### config.mk
export PLATFORM = sky130hd
export DESIGN_NAME = framed_packet_encoder_crc16_top_flat
export DESIGN_NICKNAME = d
export VERILOG_FILES = /design/src/rtl/fpe_pkg.sv /design/src/rtl/fpe_if.sv /design/src/rtl/framed_packet_encoder_crc16_top.sv /design/src/rtl/fpe_cmd_fifo.sv /design/src/rtl/fpe_front.sv /design/src/rtl/fpe_back.sv /design/src/flat_wrapper.sv
export SDC_FILE = /design/constraint.sdc
export NUM_CORES = 1
export LEC_CHECK = 0
export BUFFER_PORTS_ARGS = -buffer_cell sky130_fd_sc_hd__buf_2
export CAP_MARGIN = 20
export CORE_MARGIN = 8
export CORE_UTILIZATION = 45
export CTS_BUF_LIST = sky130_fd_sc_hd__clkbuf_4
export DETAILED_ROUTE_END_ITERATION = 8
export PLACE_DENSITY = 0.65
export SETUP_SLACK_MARGIN = 0.02
export SKIP_CTS_REPAIR_TIMING = 1
export SYNTH_ARGS = -nofsm -noshare
export SYNTH_HDL_FRONTEND = slang
export SYNTH_SLANG_ARGS = --single-unit
export TNS_END_PERCENT = 30
### constraint.sdc
create_clock -name clk -period 4 [get_ports clk]
set_input_delay 0 -clock clk [delete_from_list [all_inputs] [get_ports clk]]
set_output_delay 0 -clock clk [all_outputs]
set_load 0.05 [all_outputs]
### src/rtl/fpe_pkg.sv
// Shared types and constants for the framed packet encoder.
`timescale 1ns / 1ps
package fpe_pkg;

  // Default build options
  localparam int DEF_MAX_WORDS         = 11;
  localparam int DEF_SEND_LENGTH_BYTE  = 0;
  localparam int DEF_HAS_FAN_ROUTE     = 1;
  localparam int DEF_HAS_PROTECT_ROUTE = 1;
  localparam int CMD_FIFO_DEPTH        = 2;

  // Frame constants
  localparam logic [7:0]  SYNC_BYTE_0 = 8'hA5;
  localparam logic [7:0]  SYNC_BYTE_1 = 8'h5A;
  localparam logic [15:0] CRC_POLY    = 16'h1021;

  // Configuration register map
  localparam int CFG_INDEX_W = 4;
  localparam int CFG_DATA_W  = 8;
  localparam logic [CFG_INDEX_W-1:0] REG_OPERATE_TYPE      = 4'd0;
  localparam logic [CFG_INDEX_W-1:0] REG_MAIN_DEVICE_ID    = 4'd1;
  localparam logic [CFG_INDEX_W-1:0] REG_FAN_DEVICE_ID     = 4'd2;
  localparam logic [CFG_INDEX_W-1:0] REG_PROTECT_DEVICE_ID = 4'd3;
  localparam logic [CFG_INDEX_W-1:0] REG_MAIN_PORT         = 4'd4;
  localparam logic [CFG_INDEX_W-1:0] REG_FAN_PORT          = 4'd5;
  localparam logic [CFG_INDEX_W-1:0] REG_PROTECT_PORT      = 4'd6;
  localparam logic [CFG_INDEX_W-1:0] REG_CRC_ENABLE        = 4'd7;

  typedef enum logic [1:0] {
    CMD_ERR,
    CMD_HDR,
    CMD_WORD
  } cmd_kind_t;

  // One entry of the command queue: everything the back end needs for one item
  typedef struct packed {
    cmd_kind_t   kind;
    logic [2:0]  port;
    logic [7:0]  len;
    logic [7:0]  ftype;
    logic [7:0]  dev;
    logic [7:0]  tgt;
    logic [3:0]  cnt;
    logic        oper;
    logic        has_word;
    logic        last;
    logic        crc_app;
    logic [15:0] word;
  } fpe_cmd_t;

endpackage

### src/rtl/fpe_if.sv
// Channel interfaces: item input, result output and configuration writes.
`timescale 1ns / 1ps
interface fpe_item_if;
  logic        valid;
  logic        ready;
  logic        frame_start;
  logic [7:0]  dev_id;
  logic [7:0]  frame_type;
  logic [7:0]  target;
  logic [3:0]  word_count;
  logic [15:0] data_word;
  modport source (output valid, frame_start, dev_id, frame_type, target, word_count,
                  data_word, input ready);
  modport sink (input valid, frame_start, dev_id, frame_type, target, word_count,
                data_word, output ready);
endinterface

interface fpe_result_if;
  logic       valid;
  logic       ready;
  logic [7:0] out_byte;
  logic [2:0] port_id;
  logic       frame_last;
  logic       route_error;
  modport source (output valid, out_byte, port_id, frame_last, route_error, input ready);
  modport sink (input valid, out_byte, port_id, frame_last, route_error, output ready);
endinterface

interface fpe_cfg_if;
  logic                           valid;
  logic                           ready;
  logic [fpe_pkg::CFG_INDEX_W-1:0] index;
  logic [fpe_pkg::CFG_DATA_W-1:0]  data;
  modport source (output valid, index, data, input ready);
  modport sink (input valid, index, data, output ready);
endinterface

### src/rtl/framed_packet_encoder_crc16_top.sv
// Top level of the framed packet encoder with CRC16 XMODEM.
//
//  channel  role    payload
//  item     sink    frame_start, dev_id, frame_type, target, word_count, data_word
//  result   source  out_byte, port_id, frame_last, route_error (one per frame byte)
//  cfg      sink    index, data (register write, always ready)
//
//  One result byte per cycle from the serializer while the result side is ready; a data
//  word item gives two bytes. A start item gives 6 to 8 header bytes, plus 2 for a
//  word and 2 for a closing CRC. The first result of an item passes through the
//  command queue and the output register. Synchronous reset clears frame state and
//  the queue and loads register defaults. The 2-entry command queue lets item intake
//  run while the result side stalls.
`timescale 1ns / 1ps
module framed_packet_encoder_crc16_top #(
  parameter int MAX_WORDS         = fpe_pkg::DEF_MAX_WORDS,
  parameter int SEND_LENGTH_BYTE  = fpe_pkg::DEF_SEND_LENGTH_BYTE,
  parameter int HAS_FAN_ROUTE     = fpe_pkg::DEF_HAS_FAN_ROUTE,
  parameter int HAS_PROTECT_ROUTE = fpe_pkg::DEF_HAS_PROTECT_ROUTE
) (
  input  logic         clk,
  input  logic         rst,
  fpe_item_if.sink     item,
  fpe_result_if.source result,
  fpe_cfg_if.sink      cfg
);
  import fpe_pkg::*;

  logic     push;
  fpe_cmd_t push_cmd;
  logic     fifo_full;
  logic     pop;
  logic     head_valid;
  fpe_cmd_t head;

  fpe_front #(
    .MAX_WORDS        (MAX_WORDS),
    .HAS_FAN_ROUTE    (HAS_FAN_ROUTE),
    .HAS_PROTECT_ROUTE(HAS_PROTECT_ROUTE)
  ) u_front (
    .clk      (clk),
    .rst      (rst),
    .item     (item),
    .cfg      (cfg),
    .fifo_full(fifo_full),
    .push     (push),
    .cmd      (push_cmd)
  );

  fpe_cmd_fifo #(
    .DEPTH(CMD_FIFO_DEPTH)
  ) u_fifo (
    .clk       (clk),
    .rst       (rst),
    .push      (push),
    .push_data (push_cmd),
    .full      (fifo_full),
    .pop       (pop),
    .head_valid(head_valid),
    .head      (head)
  );

  fpe_back #(
    .SEND_LENGTH_BYTE(SEND_LENGTH_BYTE)
  ) u_back (
    .clk       (clk),
    .rst       (rst),
    .head_valid(head_valid),
    .head      (head),
    .pop       (pop),
    .result    (result)
  );

endmodule

### src/rtl/fpe_cmd_fifo.sv
// Small command queue between the front end and the byte serializer.
`timescale 1ns / 1ps
module fpe_cmd_fifo #(
  parameter int DEPTH = fpe_pkg::CMD_FIFO_DEPTH
) (
  input  logic              clk,
  input  logic              rst,
  input  logic              push,
  input  fpe_pkg::fpe_cmd_t push_data,
  output logic              full,
  input  logic              pop,
  output logic              head_valid,
  output fpe_pkg::fpe_cmd_t head
);
  import fpe_pkg::*;

  localparam int AW = (DEPTH > 1) ? $clog2(DEPTH) : 1;
  localparam int CW = $clog2(DEPTH + 1);

  fpe_cmd_t        entries [DEPTH];
  logic [AW-1:0]   wr_ptr;
  logic [AW-1:0]   rd_ptr;
  logic [CW-1:0]   count;

  function automatic logic [AW-1:0] ptr_inc(input logic [AW-1:0] p);
    return (p == AW'(DEPTH - 1)) ? '0 : p + 1'b1;
  endfunction

  assign full       = (count == CW'(DEPTH));
  assign head_valid = (count != '0);
  assign head       = entries[rd_ptr];

  always_ff @(posedge clk) begin
    if (rst) begin
      wr_ptr <= '0;
      rd_ptr <= '0;
      count  <= '0;
    end else begin
      if (push) begin
        wr_ptr <= ptr_inc(wr_ptr);
      end
      if (pop) begin
        rd_ptr <= ptr_inc(rd_ptr);
      end
      if (push && !pop) begin
        count <= count + 1'b1;
      end else if (pop && !push) begin
        count <= count - 1'b1;
      end
    end
  end

  always_ff @(posedge clk) begin
    if (push) begin
      entries[wr_ptr] <= push_data;
    end
  end

endmodule

### src/rtl/fpe_front.sv
// Front end: config registers, device routing, frame tracking and command build.
`timescale 1ns / 1ps
module fpe_front #(
  parameter int MAX_WORDS         = fpe_pkg::DEF_MAX_WORDS,
  parameter int HAS_FAN_ROUTE     = fpe_pkg::DEF_HAS_FAN_ROUTE,
  parameter int HAS_PROTECT_ROUTE = fpe_pkg::DEF_HAS_PROTECT_ROUTE
) (
  input  logic              clk,
  input  logic              rst,
  fpe_item_if.sink          item,
  fpe_cfg_if.sink           cfg,
  input  logic              fifo_full,
  output logic              push,
  output fpe_pkg::fpe_cmd_t cmd
);
  import fpe_pkg::*;

  logic [7:0] operate_type;
  logic [7:0] main_device_id;
  logic [7:0] fan_device_id;
  logic [7:0] protect_device_id;
  logic [2:0] main_port;
  logic [2:0] fan_port;
  logic [2:0] protect_port;
  logic       crc_enable;

  logic       in_frame, in_frame_next;
  logic [3:0] words_left, words_left_next;
  logic       dropping, dropping_next;
  logic [2:0] latched_port, latched_port_next;

  logic       acc;
  logic       found;
  logic [2:0] route_port;
  logic       bad;
  logic       oper;
  logic       last_word;
  logic [3:0] cnt_m1;
  logic [3:0] wl_m1;

  assign cfg.ready  = 1'b1;
  assign item.ready = !fifo_full;
  assign acc        = item.valid && item.ready;

  always_ff @(posedge clk) begin
    if (rst) begin
      operate_type      <= 8'd0;
      main_device_id    <= 8'd0;
      fan_device_id     <= 8'd1;
      protect_device_id <= 8'd2;
      main_port         <= 3'd0;
      fan_port          <= 3'd1;
      protect_port      <= 3'd2;
      crc_enable        <= 1'b1;
    end else if (cfg.valid) begin
      unique case (cfg.index)
        REG_OPERATE_TYPE:      operate_type      <= cfg.data;
        REG_MAIN_DEVICE_ID:    main_device_id    <= cfg.data;
        REG_FAN_DEVICE_ID:     fan_device_id     <= cfg.data;
        REG_PROTECT_DEVICE_ID: protect_device_id <= cfg.data;
        REG_MAIN_PORT:         main_port         <= cfg.data[2:0];
        REG_FAN_PORT:          fan_port          <= cfg.data[2:0];
        REG_PROTECT_PORT:      protect_port      <= cfg.data[2:0];
        REG_CRC_ENABLE:        crc_enable        <= cfg.data[0];
        default: ;
      endcase
    end
  end

  // Device match priority: main, fan, protect
  always_comb begin
    found      = 1'b1;
    route_port = main_port;
    priority if (item.dev_id == main_device_id) begin
      route_port = main_port;
    end else if (HAS_FAN_ROUTE != 0 && item.dev_id == fan_device_id) begin
      route_port = fan_port;
    end else if (HAS_PROTECT_ROUTE != 0 && item.dev_id == protect_device_id) begin
      route_port = protect_port;
    end else begin
      found      = 1'b0;
      route_port = 3'd0;
    end
  end

  assign bad    = !found || (item.word_count > 4'(MAX_WORDS));
  assign oper   = (item.frame_type == operate_type);
  assign cnt_m1 = item.word_count - 4'd1;
  assign wl_m1  = words_left - 4'd1;

  always_comb begin
    cmd.kind     = CMD_WORD;
    cmd.port     = latched_port;
    cmd.len      = 8'd3 + {3'b000, item.word_count, 1'b0} + {7'd0, oper}
                   + (crc_enable ? 8'd2 : 8'd0);
    cmd.ftype    = item.frame_type;
    cmd.dev      = item.dev_id;
    cmd.tgt      = item.target;
    cmd.cnt      = item.word_count;
    cmd.oper     = oper;
    cmd.has_word = 1'b0;
    cmd.last     = 1'b0;
    cmd.crc_app  = 1'b0;
    cmd.word     = item.data_word;
    last_word    = 1'b0;
    push              = 1'b0;
    in_frame_next     = in_frame;
    words_left_next   = words_left;
    dropping_next     = dropping;
    latched_port_next = latched_port;

    if (item.frame_start) begin
      if (bad) begin
        // dropped frame: one error result, swallow the remaining words
        cmd.kind        = CMD_ERR;
        cmd.port        = 3'd0;
        cmd.last        = 1'b1;
        push            = acc;
        words_left_next = (item.word_count != 4'd0) ? cnt_m1 : 4'd0;
        in_frame_next   = (item.word_count > 4'd1);
        dropping_next   = (item.word_count > 4'd1);
      end else begin
        last_word         = (item.word_count <= 4'd1);
        cmd.kind          = CMD_HDR;
        cmd.port          = route_port;
        cmd.has_word      = (item.word_count != 4'd0);
        cmd.last          = last_word;
        cmd.crc_app       = last_word && crc_enable;
        push              = acc;
        latched_port_next = route_port;
        words_left_next   = (item.word_count != 4'd0) ? cnt_m1 : 4'd0;
        in_frame_next     = (item.word_count > 4'd1);
        dropping_next     = 1'b0;
      end
    end else if (in_frame) begin
      words_left_next = wl_m1;
      in_frame_next   = (wl_m1 != 4'd0);
      if (dropping) begin
        dropping_next = (wl_m1 != 4'd0);
      end else begin
        last_word    = (wl_m1 == 4'd0);
        cmd.kind     = CMD_WORD;
        cmd.has_word = 1'b1;
        cmd.last     = last_word;
        cmd.crc_app  = last_word && crc_enable;
        push         = acc;
      end
    end
  end

  always_ff @(posedge clk) begin
    if (rst) begin
      in_frame     <= 1'b0;
      words_left   <= 4'd0;
      dropping     <= 1'b0;
      latched_port <= 3'd0;
    end else if (acc) begin
      in_frame     <= in_frame_next;
      words_left   <= words_left_next;
      dropping     <= dropping_next;
      latched_port <= latched_port_next;
    end
  end

endmodule

### src/rtl/fpe_back.sv
// Back end: walks each queued command byte by byte, runs the CRC, drives results.
`timescale 1ns / 1ps
module fpe_back #(
  parameter int SEND_LENGTH_BYTE = fpe_pkg::DEF_SEND_LENGTH_BYTE
) (
  input  logic              clk,
  input  logic              rst,
  input  logic              head_valid,
  input  fpe_pkg::fpe_cmd_t head,
  output logic              pop,
  fpe_result_if.source      result
);
  import fpe_pkg::*;

  typedef enum logic [3:0] {
    ST_START,
    ST_SYNC0,
    ST_SYNC1,
    ST_LEN,
    ST_TYPE,
    ST_DEV,
    ST_TGT,
    ST_CNTCOPY,
    ST_OPCNT,
    ST_WHI,
    ST_WLO,
    ST_CHI,
    ST_CLO,
    ST_ERR,
    ST_DONE
  } step_t;

  step_t       step;
  step_t       first;
  step_t       cur;
  step_t       nxt;
  step_t       after_tgt, after_copy, after_op, after_word;
  logic [15:0] crc;
  logic [15:0] crc_in;
  logic [15:0] crc_next;
  logic [7:0]  cur_byte;
  logic        covered;
  logic        fire;
  logic        done;

  logic        o_valid;
  logic [7:0]  o_byte;
  logic [2:0]  o_port;
  logic        o_last;
  logic        o_err;

  function automatic logic [15:0] crc_byte(input logic [15:0] c, input logic [7:0] b);
    logic [15:0] r;
    r = c ^ {b, 8'h00};
    for (int k = 0; k < 8; k++) begin
      r = r[15] ? ((r << 1) ^ CRC_POLY) : (r << 1);
    end
    return r;
  endfunction

  always_comb begin
    unique case (head.kind)
      CMD_ERR:  first = ST_ERR;
      CMD_HDR:  first = ST_SYNC0;
      CMD_WORD: first = ST_WHI;
      default:  first = ST_ERR;
    endcase
  end

  assign cur        = (step == ST_START) ? first : step;
  assign after_word = head.crc_app ? ST_CHI : ST_DONE;
  assign after_op   = head.has_word ? ST_WHI : after_word;
  assign after_copy = head.oper ? ST_OPCNT : after_op;
  assign after_tgt  = (SEND_LENGTH_BYTE != 0) ? ST_CNTCOPY : after_copy;

  always_comb begin
    cur_byte = 8'h00;
    covered  = 1'b0;
    nxt      = ST_DONE;
    unique case (cur)
      ST_SYNC0:   begin cur_byte = SYNC_BYTE_0;     nxt = ST_SYNC1; end
      ST_SYNC1:   begin cur_byte = SYNC_BYTE_1;     nxt = ST_LEN; end
      ST_LEN:     begin cur_byte = head.len;        nxt = ST_TYPE; end
      ST_TYPE:    begin cur_byte = head.ftype;      nxt = ST_DEV;     covered = 1'b1; end
      ST_DEV:     begin cur_byte = head.dev;        nxt = ST_TGT;     covered = 1'b1; end
      ST_TGT:     begin cur_byte = head.tgt;        nxt = after_tgt;  covered = 1'b1; end
      ST_CNTCOPY: begin cur_byte = {4'd0, head.cnt}; nxt = after_copy; covered = 1'b1; end
      ST_OPCNT:   begin cur_byte = {4'd0, head.cnt}; nxt = after_op;   covered = 1'b1; end
      ST_WHI:     begin cur_byte = head.word[15:8]; nxt = ST_WLO;     covered = 1'b1; end
      ST_WLO:     begin cur_byte = head.word[7:0];  nxt = after_word; covered = 1'b1; end
      ST_CHI:     begin cur_byte = crc[15:8];       nxt = ST_CLO; end
      ST_CLO:     begin cur_byte = crc[7:0];        nxt = ST_DONE; end
      ST_ERR:     begin cur_byte = 8'h00;           nxt = ST_DONE; end
      default:    begin cur_byte = 8'h00;           nxt = ST_DONE; end
    endcase
  end

  // CRC restarts with every header
  assign crc_in   = (cur == ST_SYNC0) ? 16'h0000 : crc;
  assign crc_next = covered ? crc_byte(crc_in, cur_byte) : crc_in;

  assign fire = head_valid && (!o_valid || result.ready);
  assign done = (nxt == ST_DONE);
  assign pop  = fire && done;

  always_ff @(posedge clk) begin
    if (rst) begin
      step    <= ST_START;
      crc     <= 16'h0000;
      o_valid <= 1'b0;
      o_byte  <= 8'h00;
      o_port  <= 3'd0;
      o_last  <= 1'b0;
      o_err   <= 1'b0;
    end else if (fire) begin
      step    <= done ? ST_START : nxt;
      crc     <= crc_next;
      o_valid <= 1'b1;
      o_byte  <= cur_byte;
      o_port  <= (head.kind == CMD_ERR) ? 3'd0 : head.port;
      o_last  <= done && head.last;
      o_err   <= (head.kind == CMD_ERR);
    end else if (result.ready) begin
      o_valid <= 1'b0;
    end
  end

  assign result.valid       = o_valid;
  assign result.out_byte    = o_byte;
  assign result.port_id     = o_port;
  assign result.frame_last  = o_last;
  assign result.route_error = o_err;

endmodule

### src/flat_wrapper.sv
// flat-port wrapper written by rule: the top's interface ports become plain ports
module framed_packet_encoder_crc16_top_flat import fpe_pkg::*;
#(
  parameter int MAX_WORDS         = fpe_pkg::DEF_MAX_WORDS,
  parameter int SEND_LENGTH_BYTE  = fpe_pkg::DEF_SEND_LENGTH_BYTE,
  parameter int HAS_FAN_ROUTE     = fpe_pkg::DEF_HAS_FAN_ROUTE,
  parameter int HAS_PROTECT_ROUTE = fpe_pkg::DEF_HAS_PROTECT_ROUTE
)
  (clk, rst, item_valid, item_frame_start, item_dev_id, item_frame_type, item_target, item_word_count, item_data_word, item_ready, result_valid, result_out_byte, result_port_id, result_frame_last, result_route_error, result_ready, cfg_valid, cfg_index, cfg_data, cfg_ready);
  fpe_item_if item_i ();
  fpe_result_if result_i ();
  fpe_cfg_if cfg_i ();
  input  logic clk;
  input  logic rst;
  input wire logic [$bits(item_i.valid)-1:0] item_valid;
  input wire logic [$bits(item_i.frame_start)-1:0] item_frame_start;
  input wire logic [$bits(item_i.dev_id)-1:0] item_dev_id;
  input wire logic [$bits(item_i.frame_type)-1:0] item_frame_type;
  input wire logic [$bits(item_i.target)-1:0] item_target;
  input wire logic [$bits(item_i.word_count)-1:0] item_word_count;
  input wire logic [$bits(item_i.data_word)-1:0] item_data_word;
  output wire logic [$bits(item_i.ready)-1:0] item_ready;
  output wire logic [$bits(result_i.valid)-1:0] result_valid;
  output wire logic [$bits(result_i.out_byte)-1:0] result_out_byte;
  output wire logic [$bits(result_i.port_id)-1:0] result_port_id;
  output wire logic [$bits(result_i.frame_last)-1:0] result_frame_last;
  output wire logic [$bits(result_i.route_error)-1:0] result_route_error;
  input wire logic [$bits(result_i.ready)-1:0] result_ready;
  input wire logic [$bits(cfg_i.valid)-1:0] cfg_valid;
  input wire logic [$bits(cfg_i.index)-1:0] cfg_index;
  input wire logic [$bits(cfg_i.data)-1:0] cfg_data;
  output wire logic [$bits(cfg_i.ready)-1:0] cfg_ready;
  assign item_i.valid = item_valid;
  assign item_i.frame_start = item_frame_start;
  assign item_i.dev_id = item_dev_id;
  assign item_i.frame_type = item_frame_type;
  assign item_i.target = item_target;
  assign item_i.word_count = item_word_count;
  assign item_i.data_word = item_data_word;
  assign item_ready = item_i.ready;
  assign result_valid = result_i.valid;
  assign result_out_byte = result_i.out_byte;
  assign result_port_id = result_i.port_id;
  assign result_frame_last = result_i.frame_last;
  assign result_route_error = result_i.route_error;
  assign result_i.ready = result_ready;
  assign cfg_i.valid = cfg_valid;
  assign cfg_i.index = cfg_index;
  assign cfg_i.data = cfg_data;
  assign cfg_ready = cfg_i.ready;
  framed_packet_encoder_crc16_top #(.MAX_WORDS(MAX_WORDS), .SEND_LENGTH_BYTE(SEND_LENGTH_BYTE), .HAS_FAN_ROUTE(HAS_FAN_ROUTE), .HAS_PROTECT_ROUTE(HAS_PROTECT_ROUTE)) u_core (.clk(clk), .rst(rst), .item(item_i), .result(result_i), .cfg(cfg_i));
endmodule
Yosys cells after proc, flatten, opt, wreduce, memory -nomap -nowiden. Memory sizes are Yosys's and may differ from the RTL's. A register that Yosys moved wholly into a read port is not among the register bits. Cells that the tools add are included.

Muxes and demuxes: 58. Add/subtract/negate cells: 9. Magnitude comparators: 3. Equal/unequal tests: 27. Bitwise gates (word level): 10. Reduce and logical (&&, ||, !) cells: 38.

Operator list (count): $mux 13 (8); $pmux 8 s11 (1); $pmux 4 s10 (1); $mux 3 (11); $eq 4x3->1 const B (8); $eq 8x8->1 (4); $mux 16 (2); $eq 4x4->1 const B (6); $mux 1 (24); $mux 4 (6); $not 3->3 (8); $reduce_and 2->1 (9); $eq 4x2->1 const B (4); $xor 16x16->16 (1); $logic_not 4->1 (3); $add 7x2->8 (1); $eq 4x1->1 const B (2); $logic_and 1x1->1 (8); $mux 2 (4); $pmux 4 s2 (1); $reduce_bool 2->1 (4); $reduce_bool 4->1 (2); $sub 4x1->4 const B (2); $add 6x1->7 (1); 16 further kinds (24).

Input port bits: 62. Memories: 1. Logic and storage cells: 168. RAM bits: 122. Bits in registers: 89.

Memories: u_core.u_fifo.entries (words 2, bits a word 61, rd ports 1, clocked after Yosys merged registers in 1, wr ports 1, RTL line fpe_cmd_fifo.sv:20) `fpe_cmd_t entries [DEPTH];`.

Longest topological paths before layout. Gate-level depths: netlist (run 1).

Depth after elaboration: 24. Depth in mapped cells: 18. Depth with buffers taken out: 13.

Modules after synthesis. From an unflattened synthesis (run 1), not the netlist that was laid out.

Cells, all modules: 896. Area, all modules: 10246.1 µm².

Modules (own cells, without submodules): fpe_cmd_fifo (cells each 212, area each 4633.2 µm², times used 1); fpe_front (cells each 357, area each 3084.2 µm², times used 1); fpe_back (cells each 327, area each 2528.7 µm², times used 1).

Worst setup path after synthesis (run 1). Ideal clock, no wire load.

Path type: flip-flop to flip-flop. From: register u_core.u_fifo.count[0]. To: memory u_core.u_fifo.entries[0][0] (netlist bit) (enable). Period minus slack after synthesis: 4.451 ns. Library setup time: 0.476 ns. Stages on the path, launching flop included: 6. Data arrival time: 3.975 ns. Buffers on the path: 1. Slack: -0.451 ns. Cells stage by stage: dfxtp_1 -> nand2b_1 -> and2_1 -> clkbuf_1 -> o21ai_0 -> nor2_1.

Cells in the longest elaborated chain, start to end: 8.

Ends and longest elaborated chain: start, declared (RTL line fpe_cmd_fifo.sv:23) `logic [CW-1:0] count;`; start signal, assigned (RTL line fpe_cmd_fifo.sv:46) `count <= count + 1'b1;`; start signal, assigned (RTL line fpe_cmd_fifo.sv:48) `count <= count - 1'b1;`; $eq 2x2->1 * (RTL line fpe_cmd_fifo.sv:29) `assign full = (count == CW'(DEPTH));`; $logic_not 1->1 * (RTL line fpe_front.sv:42) `assign item.ready = !fifo_full;`; net item_ready (RTL line flat_wrapper.sv:22) `output wire logic [$bits(item_i.ready)-1:0] item_ready;`; $logic_and 1x1->1 * (RTL line fpe_front.sv:43) `assign acc = item.valid && item.ready;`; $mux 1 (RTL line fpe_front.sv:138) `if (dropping) begin`; $mux 1 (RTL line fpe_front.sv:135) `end else if (in_frame) begin`; $mux 1 * (RTL line fpe_front.sv:112) `if (item.frame_start) begin`; $mux 1 * (RTL line fpe_cmd_fifo.sv:54) `if (push) begin`; $mux 1 (implied by the code) * (RTL line fpe_cmd_fifo.sv:55) `entries[wr_ptr] <= push_data;`; end, declared (RTL line fpe_cmd_fifo.sv:20).

The timed path passes the listed nets; every way through them passes the cells marked *.

==> reports/metrics.csv, run 1 <==
stage,metric,value,unit
synth,synth_cell_types,79,
power_and_ir_drop,cellPowerDensity,722.0,nW/um2
die,rows,54,
synth,yosysSeqAreaShare,54.44,%
place,pre_cts_ws,0.5826,ns
status,status,finished clean,
hold_path,holdCritPathClass,in2reg,
timing,setup_ws,0.5442,ns
hold_path,holdPathStages,2,
synth,yosysMostFrequentCell,edfxtp_1,
die,dieWidth,163.7,um
clocking,cts_tree,built,
synth,synthFlopType,edfxtp_1,
setup_path,worstPathRequired,4.52,ns
clocking,clock_latency,0.67,ns
clocking,h-tree-depth,2,
synth,syn-num-nets,923,
setup_path,cp_max_fo,7,
clocking,cts_max_path_buffers,3,
synth,synth_area,9818,um2
timing,timing.final.crit_share,86.40,%
power_and_ir_drop,leakage,0.004544,uW
clocking,root_buffer,clkbuf_4,
clocking,clk_pin_slew,0.07,ns
drt,drc,0,
place,gp_congestion,0.9143,
synth,yosysWarnings,0,
global_route,grt_pass1_vias,6990,
timing,fmax,289.4,MHz
setup_path,worstSetupPathType,reg2reg,
timing,timing_hold_violations_final,0,
timing,period_minus_slack,3.456,ns
die,die_y,163.7,um
synth,synth-edff-count,118,
layout,final_util,54.38,%
global_route,grt_max_degree,68,
die,start_util,45.41,%
synth,syn_area_per_cell,11.54,um2
global_route,antenna_found_initial,1,
global_route,grt_pass1_wl,37560,um
die,core_area,21620,um2
layout,fin_nets,1084,
drt,num_vias,7234,
clocking,cts_sinks,208,
synth,async_flop_share,0,%
synth,synth_seq_cells,208,
die,die_area,26800,um2
timing,setup_violations,0,
drt,drt_wl_total,24280,um
layout,final_cell_area,11760,um2
global_route,grt_util_all_layers,17.66,%
timing,maxSlewViolCount,0,
synth,synth_common_cells,"118 x edfxtp_1, 97 x nor2_1, 90 x dfxtp_1",
layout,multiInputGateArea,4175,um2
timing,tightest_slew,0.9359,ns
synth,synth_top_area_cell,edfxtp_1,
drt,drtIter0Drc,487,
synth,synthTopCellsByArea,"edfxtp_1 36%, dfxtp_1 18%, mux2i_1 8.2%",
setup_path,endpoint_kind,flop,
place,placed_cell_area,10430,um2
clocking,cts_made_buffers,54,
place,port_buffers,76,
power_and_ir_drop,total_power,8488,uW
global_route,grt_overflow_total,0,
timing,fin_worst_skew,0.04047,ns
setup_path,reg2regPathDepth,9,
drt,drt_pass1_iterations,5,
run,drv_cap,0,
die,design.portCount,78,
layout,regArea,5349,um2
synth,synthCells,851,
timing,slew_headroom,36.95,%
setup_path,worstPathArrival,3.98,ns
place,hpwl,16790,um
drt,viasPerCell,5.403,
timing,hold_slack,0.07922,ns
layout,drive_above_1_share,20.32,%
layout,n_fill_cell,1960,
layout,syn2layout_area_growth,19.75,%
timing,grt_setup_unrepaired,no,
drt,wl_per_cell,18.13,um
synth,synth_top_area_share,36.09,%
drt,antenna_left,0,
power_and_ir_drop,ir_drop,0.3001,mV
setup_path,cp-start-kind,flop,
-- metrics by stage --
| step | setup TNS, ns | std cells |
|---|---|---|
| final | 0 | 1339 |
| after global routing | 0 | 1339 |
| after CTS | 0 | 1276 |
| after detailed placement | 0 | 1174 |
| after global placement | 0 | 1174 |
| after floorplan | -53.27 | 851 |
-- flip-flops by register name (all words and copies together) (netlist names), 4 cells and up, named ones only --
register	cells
u_core.u_fifo.entries	118
u_core.u_back.crc	16
u_core.u_back.result.out_byte	8
u_core.u_front.fan_device_id	8
u_core.u_front.main_device_id	8
u_core.u_front.operate_type	8
u_core.u_front.protect_device_id	8
u_core.u_back.step	4
u_core.u_front.words_left	4
-- report_power, final --
part | total [uW] | switching [uW] | internal, uW
Combinational | 3790 | 2120 | 1670
Clock | 1830 | 867 | 959
Sequential | 2870 | 285 | 2590
-- cell type report --
type,instances,share of cell area (%)
inverter,18,0.5747
sequential,208,45.49
clock buffer,84,5.363
antenna,1,0.02128
tap,280,2.980
timing repair buffer,152,9.407
clock inverter,18,0.6491
multi-input combinational,578,35.51
-- metal layers --
metal	track usage, %	wire length (um)
met1	23.40	10840
met3	3.684	1287
met4	5.909	433
met5	0	0
met2	28.44	11720
-- path summary, 6_finish.rpt --
check,startpoint,endpoint,slack (ns)
min reg2reg,u_core.u_back.result.route_error$_SDFFE_PP0P_,u_core.u_back.result.route_error$_SDFFE_PP0P_,0.45
max,flop,u_core.u_back.crc[15]$_SDFFE_PP0P_,0.54
max reg2reg,flop,u_core.u_back.crc[15]$_SDFFE_PP0P_,0.54
min,item_data_word[8],u_core.u_fifo.entries[0][8]$_DFFE_PP_,0.08
-- layout by cell type, fill, tap and decap left out, drive strengths merged, types with 6 or more instances in the layout --
cell and instances:
or3 9, o22ai 13, a211oi 11, a22oi 9, inv 19, a22o 11, dfxtp 90, edfxtp 118
nor2b 7, clkbuf 84, xnor2 18, dlygate4sd3 62, nor4 7, ha 9, clkinv 16, and2 12
a21oi 36, mux2 19, nand2b 6, xor2 27, mux2i 81, nand3b 7, nor2 97, nand2 44
buf 90, o21a 6, o21ai 28, nor3 20
-- cells by family after synthesis --
group | synth area share [%]
buffers and inverters | 3.186
multiplexers | 10.48
AND/OR/NAND/NOR | 13.05
flip-flops | 54.44
AO/OA/AOI/OAI | 12.04
adder cells (fa/ha/maj) | 1.351
XOR/XNOR | 5.416
other | 0.03819
-- worst max-delay path, cell delays in order (launching register included) --
cell	delay, ns
dfxtp_4	0.36
mux2i_1	0.29
ha_1	0.36
nor4b_1	0.19
o21ai_0	0.61
o22ai_1	0.32
or3_4	0.45
and2_4	0.18
xor3_1	0.34
a22o_1	0.23
Power figures use the tool's default switching activity.
==> inputs of run 2 (changes only) <==
- GPL_TIMING_DRIVEN: default -> 0
==> reports/metrics.csv, run 2 (synthesis gave the netlist of run 1 again) <==
stage,metric,value,unit
layout,multiInputGateArea,4259,um2
die,core_area,21620,um2
layout,largest_register,u_core.u_fifo.entries,
timing,setup_ws,0.1709,ns
clocking,cts_sinks,208,
drt,drt_wl_total,25870,um
setup_path,cp-start-kind,flop,
clocking,root_buffer,clkbuf_4,
global_route,grt_pass1_wl,39400,um
clocking,cts_max_path_buffers,3,
timing,setup_violations,0,
layout,fin_nets,1122,
clocking,clock_latency,0.69,ns
timing,hold_slack,-0.01025,ns
timing,timing_hold_violations_final,3,
layout,regArea,5345,um2
status,status,finished with violations,
layout,drive_above_1_share,21.97,%
layout,final_common_cell,edfxtp_1,
drt,drc,0,
global_route,grt_overflow_total,0,
drt,drt_pass1_iterations,5,
die,die_y,163.7,um
global_route,grt_max_degree,33,
drt,antenna_left,0,
place,place_inst,1210,
die,rows,54,
power_and_ir_drop,total_power,8779,uW
drt,num_vias,7401,
global_route,grt_util_all_layers,18.92,%
clocking,h-tree-depth,2,
die,start_util,45.41,%
layout,finalNonFillerCells,1378,
setup_path,worstPathArrival,4.34,ns
timing,grt_setup_unrepaired,no,
die,die_area,26800,um2
power_and_ir_drop,ir_drop,0.3648,mV
die,dieWidth,163.7,um
drt,wl_per_cell,18.78,um
layout,reg_top3,"u_core.u_fifo.entries (118), u_core.u_back.crc (16)",
place,pre_cts_ws,-0.5715,ns
clocking,cts_tree,built,
clocking,clk_pin_slew,0.07,ns
layout,largest_reg_flops,118,
place,gp_congestion,0.9277,
place,hpwl,18490,um
layout,n_fill_cell,1899,
timing,slew_headroom,37.32,%
layout,syn2layout_area_growth,23.04,%
timing,fmax,261.2,MHz
hold_path,holdCritPathClass,in2reg,
timing,maxSlewViolCount,0,
drt,drtIter0Drc,467,
global_route,grt_pass1_vias,7266,
setup_path,endpoint_kind,flop,
timing,timing.final.crit_share,95.73,%
place,port_buffers,75,
drt,viasPerCell,5.371,
global_route,antenna_found_initial,1,
run,drv_cap,0,
power_and_ir_drop,cellPowerDensity,726.7,nW/um2
timing,fin_worst_skew,0.07899,ns
setup_path,worstSetupPathType,reg2reg,
die,design.portCount,78,
power_and_ir_drop,leakage,0.004670,uW
status,violations,hold timing,
setup_path,cp_max_fo,28,
timing,tightest_slew,0.9304,ns
timing,period_minus_slack,3.829,ns
layout,mostFrequentLayoutCells,"118 x edfxtp_1, 93 x nor2_1, 90 x dfxtp_1",
setup_path,worstPathRequired,4.51,ns
clocking,cts_made_buffers,55,
[run 2: power by group]
group          total, uW  internal, uW  switching (uW)  leakage, uW
sequential          2760          2580             179      0.00182
clock               1860           970             887     0.000434
combinational       4160          1800            2360      0.00242
[run 2: worst paths after layout]
path	start	to	slack, ns	cells past startpoint
setup reg to reg	flop	u_core.u_back.crc[15]$_SDFFE_PP0P_	0.17	13
hold / removal	cfg_index[3]	u_core.u_front.fan_port[2]$_SDFFE_PP0P_	-0.01	5
setup / recovery	flop	u_core.u_back.crc[15]$_SDFFE_PP0P_	0.17	13
hold reg to reg	u_core.u_back.result.route_error$_SDFFE_PP0P_	u_core.u_back.result.route_error$_SDFFE_PP0P_	0.46	2
[run 2: cell type report]
type	count	share of cell area, %
Clock inverter	20	0.7872
Inverter	18	0.5593
Multi-Input combinational cell	578	35.26
Antenna cell	1	0.02071
Sequential cell	208	44.25
Timing Repair Buffer	144	8.907
Buffer	45	2.103
Clock buffer	84	5.220
Tap cell	280	2.900
[run 2: worst max-delay path: stages (launching register included)]
cell,delay [ns]
dfxtp_1,0.31
clkbuf_4,0.21
buf_8,0.20
buf_16,0.23
mux2i_2,0.31
inv_1,0.10
ha_1,0.29
or4b_1,0.59
a211oi_1,0.28
a2111o_1,0.15
o21ai_0,0.13
nand2_1,0.19
xor3_1,0.42
a22o_1,0.23
[run 2: per-layer routing]
layer / global-route usage [%] / vias up / wire length [um]
li1: - / 3598 / -
met1: 24.07 / 3521 / 11300
met2: 31.14 / 225 / 12430
met3: 4.135 / 57 / 1518
met4: 7.107 / 0 / 623
met5: 0 / - / 0
[run 2: stage by stage]
stage                     utilization, %  setup TNS, ns  instance area (um2)
after floorplan                        -         -53.27                 9818
after global placement             48.77        -206.74                10540
after detailed placement           49.07         -4.894                10610
after CTS                          52.42         -5.621                11330
after global routing               55.87              0                12080
final                              55.87              0                12080
